$ cat src/sv/vrt_pkg.sv
`timescale 1ns / 1ps
// Shared types and constants for the voxel ray traversal block.
// No dependencies; used by all modules but vrt_div.
package vrt_pkg;

    localparam int GRID_BITS_DEF = 5;
    localparam int FRAC_BITS_DEF = 16;

    localparam int DIR_W      = 16;
    localparam int LEN2_W     = 32;
    localparam int L8_W       = 24;
    localparam int CELL_W     = 11;
    localparam int OUT_CELL_W = 5;
    localparam int FACE_W     = 3;
    localparam int TYPE_W     = 8;
    localparam int REACH_W    = 16;
    localparam int REACH_FRAC = 8;

    localparam logic [REACH_W-1:0] REACH_RESET = 16'd1280;
    localparam logic [LEN2_W-1:0]  LEN2_MIN    = 32'd11;

    typedef enum logic [4:0] {
        OP_NONE,
        OP_CLEAR,
        OP_LOAD,
        OP_SQ,
        OP_SQRT_INIT,
        OP_SQRT_STEP,
        OP_DIV_T,
        OP_TZERO,
        OP_TDEL,
        OP_MUL_STEP,
        OP_TMAX,
        OP_RD,
        OP_ADV,
        OP_FY_MUL,
        OP_FY_DIV,
        OP_OUT_HIT,
        OP_OUT_MISS
    } op_t;

    typedef struct packed {
        op_t        op;
        logic [1:0] axis;
    } cmd_t;

    typedef struct packed {
        logic       clear_last;
        logic       short_len;
        logic       sqrt_last;
        logic       mul_last;
        logic       div_done;
        logic [2:0] axis_en;
        logic       walk_go;
        logic       solid;
    } status_t;

endpackage

$ cat src/sv/vrt_ctrl.sv
`timescale 1ns / 1ps
// Controller state machine: sequences memory clear, ray setup and DDA walk.
// Depends on vrt_pkg; commands vrt_datapath.
module vrt_ctrl (
    input  logic             clk,
    input  logic             rst_n,
    input  logic             in_valid,
    input  logic             in_action,
    input  logic             out_stall,
    input  vrt_pkg::status_t status,
    output vrt_pkg::cmd_t    cmd,
    output logic             in_stall,
    output logic             out_valid
);

    typedef enum logic [14:0] {
        S_CLEAR = 15'b000000000000001,
        S_IDLE  = 15'b000000000000010,
        S_SQ    = 15'b000000000000100,
        S_LCHK  = 15'b000000000001000,
        S_SQRT  = 15'b000000000010000,
        S_AXIS  = 15'b000000000100000,
        S_DIV   = 15'b000000001000000,
        S_MUL   = 15'b000000010000000,
        S_MEND  = 15'b000000100000000,
        S_CHK   = 15'b000001000000000,
        S_EV    = 15'b000010000000000,
        S_FYD   = 15'b000100000000000,
        S_FYW   = 15'b001000000000000,
        S_HIT   = 15'b010000000000000,
        S_MISS  = 15'b100000000000000
    } state_t;

    state_t     state_reg, state_next;
    logic [1:0] axis_reg, axis_next;
    logic       out_valid_reg, out_valid_next;
    logic       out_free;

    assign out_free = !out_valid_reg || !out_stall;

    always_comb
    begin
        state_next     = state_reg;
        axis_next      = axis_reg;
        out_valid_next = out_valid_reg && out_stall;
        cmd.op         = vrt_pkg::OP_NONE;
        cmd.axis       = axis_reg;
        unique case (state_reg)
            S_CLEAR:
            begin
                cmd.op = vrt_pkg::OP_CLEAR;
                if (status.clear_last)
                    state_next = S_IDLE;
            end
            S_IDLE:
            begin
                if (in_valid)
                begin
                    cmd.op = vrt_pkg::OP_LOAD;
                    if (in_action)
                    begin
                        state_next = S_SQ;
                        axis_next  = 2'd0;
                    end
                end
            end
            S_SQ:
            begin
                cmd.op = vrt_pkg::OP_SQ;
                if (axis_reg == 2'd2)
                begin
                    state_next = S_LCHK;
                    axis_next  = 2'd0;
                end
                else
                    axis_next = axis_reg + 1'b1;
            end
            S_LCHK:
            begin
                if (status.short_len)
                    state_next = S_MISS;
                else
                begin
                    cmd.op     = vrt_pkg::OP_SQRT_INIT;
                    state_next = S_SQRT;
                end
            end
            S_SQRT:
            begin
                cmd.op = vrt_pkg::OP_SQRT_STEP;
                if (status.sqrt_last)
                begin
                    state_next = S_AXIS;
                    axis_next  = 2'd0;
                end
            end
            S_AXIS:
            begin
                if (status.axis_en[axis_reg])
                begin
                    cmd.op     = vrt_pkg::OP_DIV_T;
                    state_next = S_DIV;
                end
                else
                begin
                    cmd.op = vrt_pkg::OP_TZERO;
                    if (axis_reg == 2'd2)
                        state_next = S_CHK;
                    else
                        axis_next = axis_reg + 1'b1;
                end
            end
            S_DIV:
            begin
                if (status.div_done)
                begin
                    cmd.op     = vrt_pkg::OP_TDEL;
                    state_next = S_MUL;
                end
            end
            S_MUL:
            begin
                cmd.op = vrt_pkg::OP_MUL_STEP;
                if (status.mul_last)
                    state_next = S_MEND;
            end
            S_MEND:
            begin
                cmd.op = vrt_pkg::OP_TMAX;
                if (axis_reg == 2'd2)
                    state_next = S_CHK;
                else
                begin
                    axis_next  = axis_reg + 1'b1;
                    state_next = S_AXIS;
                end
            end
            S_CHK:
            begin
                if (status.walk_go)
                begin
                    cmd.op     = vrt_pkg::OP_RD;
                    state_next = S_EV;
                end
                else
                    state_next = S_MISS;
            end
            S_EV:
            begin
                if (status.solid)
                begin
                    cmd.op     = vrt_pkg::OP_FY_MUL;
                    state_next = S_FYD;
                end
                else
                begin
                    cmd.op     = vrt_pkg::OP_ADV;
                    state_next = S_CHK;
                end
            end
            S_FYD:
            begin
                cmd.op     = vrt_pkg::OP_FY_DIV;
                state_next = S_FYW;
            end
            S_FYW:
            begin
                if (status.div_done)
                    state_next = S_HIT;
            end
            S_HIT:
            begin
                if (out_free)
                begin
                    cmd.op         = vrt_pkg::OP_OUT_HIT;
                    out_valid_next = 1'b1;
                    state_next     = S_IDLE;
                end
            end
            S_MISS:
            begin
                if (out_free)
                begin
                    cmd.op         = vrt_pkg::OP_OUT_MISS;
                    out_valid_next = 1'b1;
                    state_next     = S_IDLE;
                end
            end
            default:
                state_next = S_IDLE;
        endcase
    end

    always_ff @(posedge clk or negedge rst_n)
    begin
        if (!rst_n)
        begin
            state_reg     <= S_CLEAR;
            axis_reg      <= 2'd0;
            out_valid_reg <= 1'b0;
        end
        else
        begin
            state_reg     <= state_next;
            axis_reg      <= axis_next;
            out_valid_reg <= out_valid_next;
        end
    end

    assign in_stall  = state_reg != S_IDLE;
    assign out_valid = out_valid_reg;

    a_load_when_free: assert property (@(posedge clk) disable iff (!rst_n)
        (cmd.op == vrt_pkg::OP_OUT_HIT || cmd.op == vrt_pkg::OP_OUT_MISS)
        |-> (!out_valid_reg || !out_stall))
        else $error("result loaded over a pending transaction");

    a_div_done_expected: assert property (@(posedge clk) disable iff (!rst_n)
        status.div_done |-> (state_reg == S_DIV || state_reg == S_FYW))
        else $error("divider finished outside a wait state");

    a_valid_from_finish: assert property (@(posedge clk) disable iff (!rst_n)
        $rose(out_valid_reg) |-> $past(state_reg == S_HIT || state_reg == S_MISS))
        else $error("result raised without a finished ray");

endmodule

$ cat config.mk
export PLATFORM = sky130hd
export DESIGN_NAME = vrt_ctrl
export DESIGN_NICKNAME = d
export VERILOG_FILES = /design/src/sv/vrt_pkg.sv /design/src/sv/vrt_ctrl.sv
export SDC_FILE = /design/constraint.sdc
export NUM_CORES = 1
export LEC_CHECK = 0
export ABC_AREA = 1
export BUFFER_PORTS_ARGS = -buffer_cell sky130_fd_sc_hd__buf_2
export CAP_MARGIN = 10
export CORE_MARGIN = 3
export CORE_UTILIZATION = 40
export CTS_BUF_LIST = sky130_fd_sc_hd__clkbuf_8
export DETAILED_ROUTE_END_ITERATION = 8
export PLACE_DENSITY_LB_ADDON = 0.05
export RECOVER_POWER = 25
export SYNTH_ARGS = -nofsm -noshare
export SYNTH_HDL_FRONTEND = slang
export SYNTH_SLANG_ARGS = --single-unit
$ cat constraint.sdc
create_clock -name clk -period 4.4 [get_ports clk]
set_input_delay 0.22 -clock clk [delete_from_list [all_inputs] [get_ports clk]]
set_output_delay 0.22 -clock clk [all_outputs]
set_load 0.01 [all_outputs]
==> run metrics <==
Max rail drop VDD=0.182 mV; Area Overhead vs Synth=14.5%; Die ar.=4520 sq um; Pins Over Slew Limit=0; DR WL/cell=12.1 um; Worst Max-Slew Pin Slew=1.02 ns; status=completed; Final Cycle Share=48.4%; hpwl dp=3050 um; Finished Layout Cells=304; arrival time worst endpoint=1.91 ns; Clk network pwr share=18.2%; postcts setup bufs=0; Clock transition at path regs=0.07 ns; area taken by flip-flops and latches=452 sq um; power density cells=443 nW/um^2; GR Overflow Total=0; Crit Path Category=flip-flop to output port; fmax=469 MHz; Comb pwr share=53.9%; Reg-to-Reg Start=state_reg[13]; Hold Violations, Final=0; Num CTS Buffers=3; detailed-route wire length=3680 um; Internal Power=402 uW; Critical R2R Capture=state_reg[2]; Slew headroom=32.3%; Vias=1,452; Psw=359 uW; Ys Warns=0; Sink Count=18; Post-Syn Area=1500 sq um; Fin Setup TNS=0 ns; # diodes=0; Avg Cell Area, Syn=6.47 sq um; FF-to-FF path depth=10; H-tree depth=1; Initial DRC Count=76; Hold Crit Class=input port to flip-flop; total of max-cap violations=0; number of global-route vias before repair=1,371; worst skew pair latency=0.25 ns; Ports=24; Hold Startpoint=status[9]; part of the power in registers=27.8%; Vert. Die Dim=67.2 um; Worst Hold End=state_reg[0]; Clock Skews=0.00361 ns; layout cells sized above 1=20.2%; CP endpoint kind=output port; Final Net Count=277; Post-Syn Nets=250; Hold Crit Depth=4; worst-path maximum fanout=6; area of the multi-input gates=865 sq um; register area share after synthesis=30.1%; largest net degree at the start of global routing=19; Routed Antenna Nets=0; Setup crit start kind=flip-flop; Cells after Synth=232; post-cts repair resize count=0; final-layout fill cell count=384; num rows=21; initial antenna violation count=0; Worst R2R Setup Slack=2.44 ns; clock period minus final worst setup slack=2.13 ns; Via-to-Cell Ratio=4.78; final setup violation count=0; Leak=0.00106 uW; DRC=0; Starting Density=43.3%; Overall Global Routing Usage=18.6%; DR pass1 iterations=4; Routability Congestion=0.856; dpl cells=299; RSZ-0062 raised after global routing=no; Cell variety after synth=27; Die X=67.2 um; Critical Path RT=4.18 ns; Synth Register Bits=18; Root Driver=clkbuf_8; global-route wire length before repair=6420 um; Bufs on Longest Clock Path=2; cts hold-fix bufs=1; core box area=3470 sq um; Port Buffer Count=23; CTS tree=built; max reg flops=15; Switching Fraction=47.2%
layout make-up:
cell class / instances / share of cell area (%)
clock buffers: 4 / 3.20
well taps: 46 / 3.35
flip-flops and latches: 18 / 26.3
inverters: 44 / 9.61
repair buffers: 24 / 7.21
multi-input cells: 168 / 50.3
per-layer routing:
layer  up-vias  global-route usage, %  part of all wire (%)
met1       640                   28.2                    49
met5         -                      0                     0
li1        769                      -                     -
met2        39                   28.7                    45
met4         0                   3.80                  0.79
met3         4                   1.50                   5.2
power by group through the flow:
stage	Combinational, uW	Sequential [uW]	Clock, uW
after detailed placement	408	215	0
after global placement	410	214	0
after floorplan	308	214	0
after CTS	412	212	142
after global routing	466	215	148
final	410	212	139
cells by family after synthesis:
kind of cell    synth area share (%)
buf+inv                         12.3
flops                           30.1
simple gates                    49.5
fa+ha+maj                       2.50
compound gates                  5.59
through the flow:
step                setup WS [ns]  hold WS (ns)  instance area [sq um]  power (uW)  utilization [%]
global route                 2.10         0.233                   1720         830             49.5
CTS                          2.30         0.192                   1720         766             49.6
floorplan                    2.90       -0.0756                   1500         522                -
finish                       2.27         0.190                   1720         760             49.5
global placement             2.48         0.188                   1650         624             47.7
detailed placement           2.45         0.184                   1650         623             47.7
Yosys cell counts:
library cell	count	area [sq um]
a21oi_1	1	5.00
and3_1	1	6.26
buf_4	1	7.51
buf_6	1	11.3
dfrtp_1	17	425
dfstp_2	1	26.3
ha_1	3	37.5
inv_1	42	158
inv_2	2	7.51
nand2_1	61	229
nand2_2	6	37.5
nand2_4	4	45.0
nand3_1	24	120
nand3_2	1	10.0
nand3b_1	1	7.51
nand4_1	3	18.8
nor2_1	31	116
nor2_2	6	37.5
nor2_4	4	45.0
nor2_8	1	20.0
nor3_1	8	40.0
nor3_2	1	10.0
o211ai_1	1	7.51
o21ai_0	3	15.0
o21ai_1	1	5.00
o21bai_1	6	45.0
o22ai_1	1	6.26
placed cells by master (no fill, tap or decap), types with 2 or more instances in the layout:
master,n
buf_2,22
clkbuf_8,4
dfrtp_1,17
ha_1,3
inv_1,42
inv_2,2
nand2_1,61
nand2_2,6
nand2_4,4
nand3_1,24
nand4_1,3
nor2_1,31
nor2_2,6
nor2_4,4
nor3_1,8
o21ai_0,3
o21bai_1,6
worst max path at each step:
stage               endpoint     startpoint  slack, ns  cells after the start
2_1_floorplan         cmd[5]   state_reg[2]       2.90                      7
3_3_place_gp   state_reg[13]  state_reg[13]       2.48                     10
3_5_place_dp   state_reg[13]  state_reg[13]       2.45                     10
4_1_cts               cmd[5]   state_reg[2]       2.30                      7
5_1_grt               cmd[5]   state_reg[3]       2.10                      7
6_report              cmd[5]   state_reg[2]       2.27                      7
critical path, stage by stage (launching register included):
cell	delay (ns)
dfrtp_1	0.39
nor2_2	0.20
nand2_4	0.11
nor3_2	0.33
o21ai_0	0.22
nand3_1	0.15
nand3b_1	0.12
buf_2	0.13
Power figures use the tool's default switching activity.
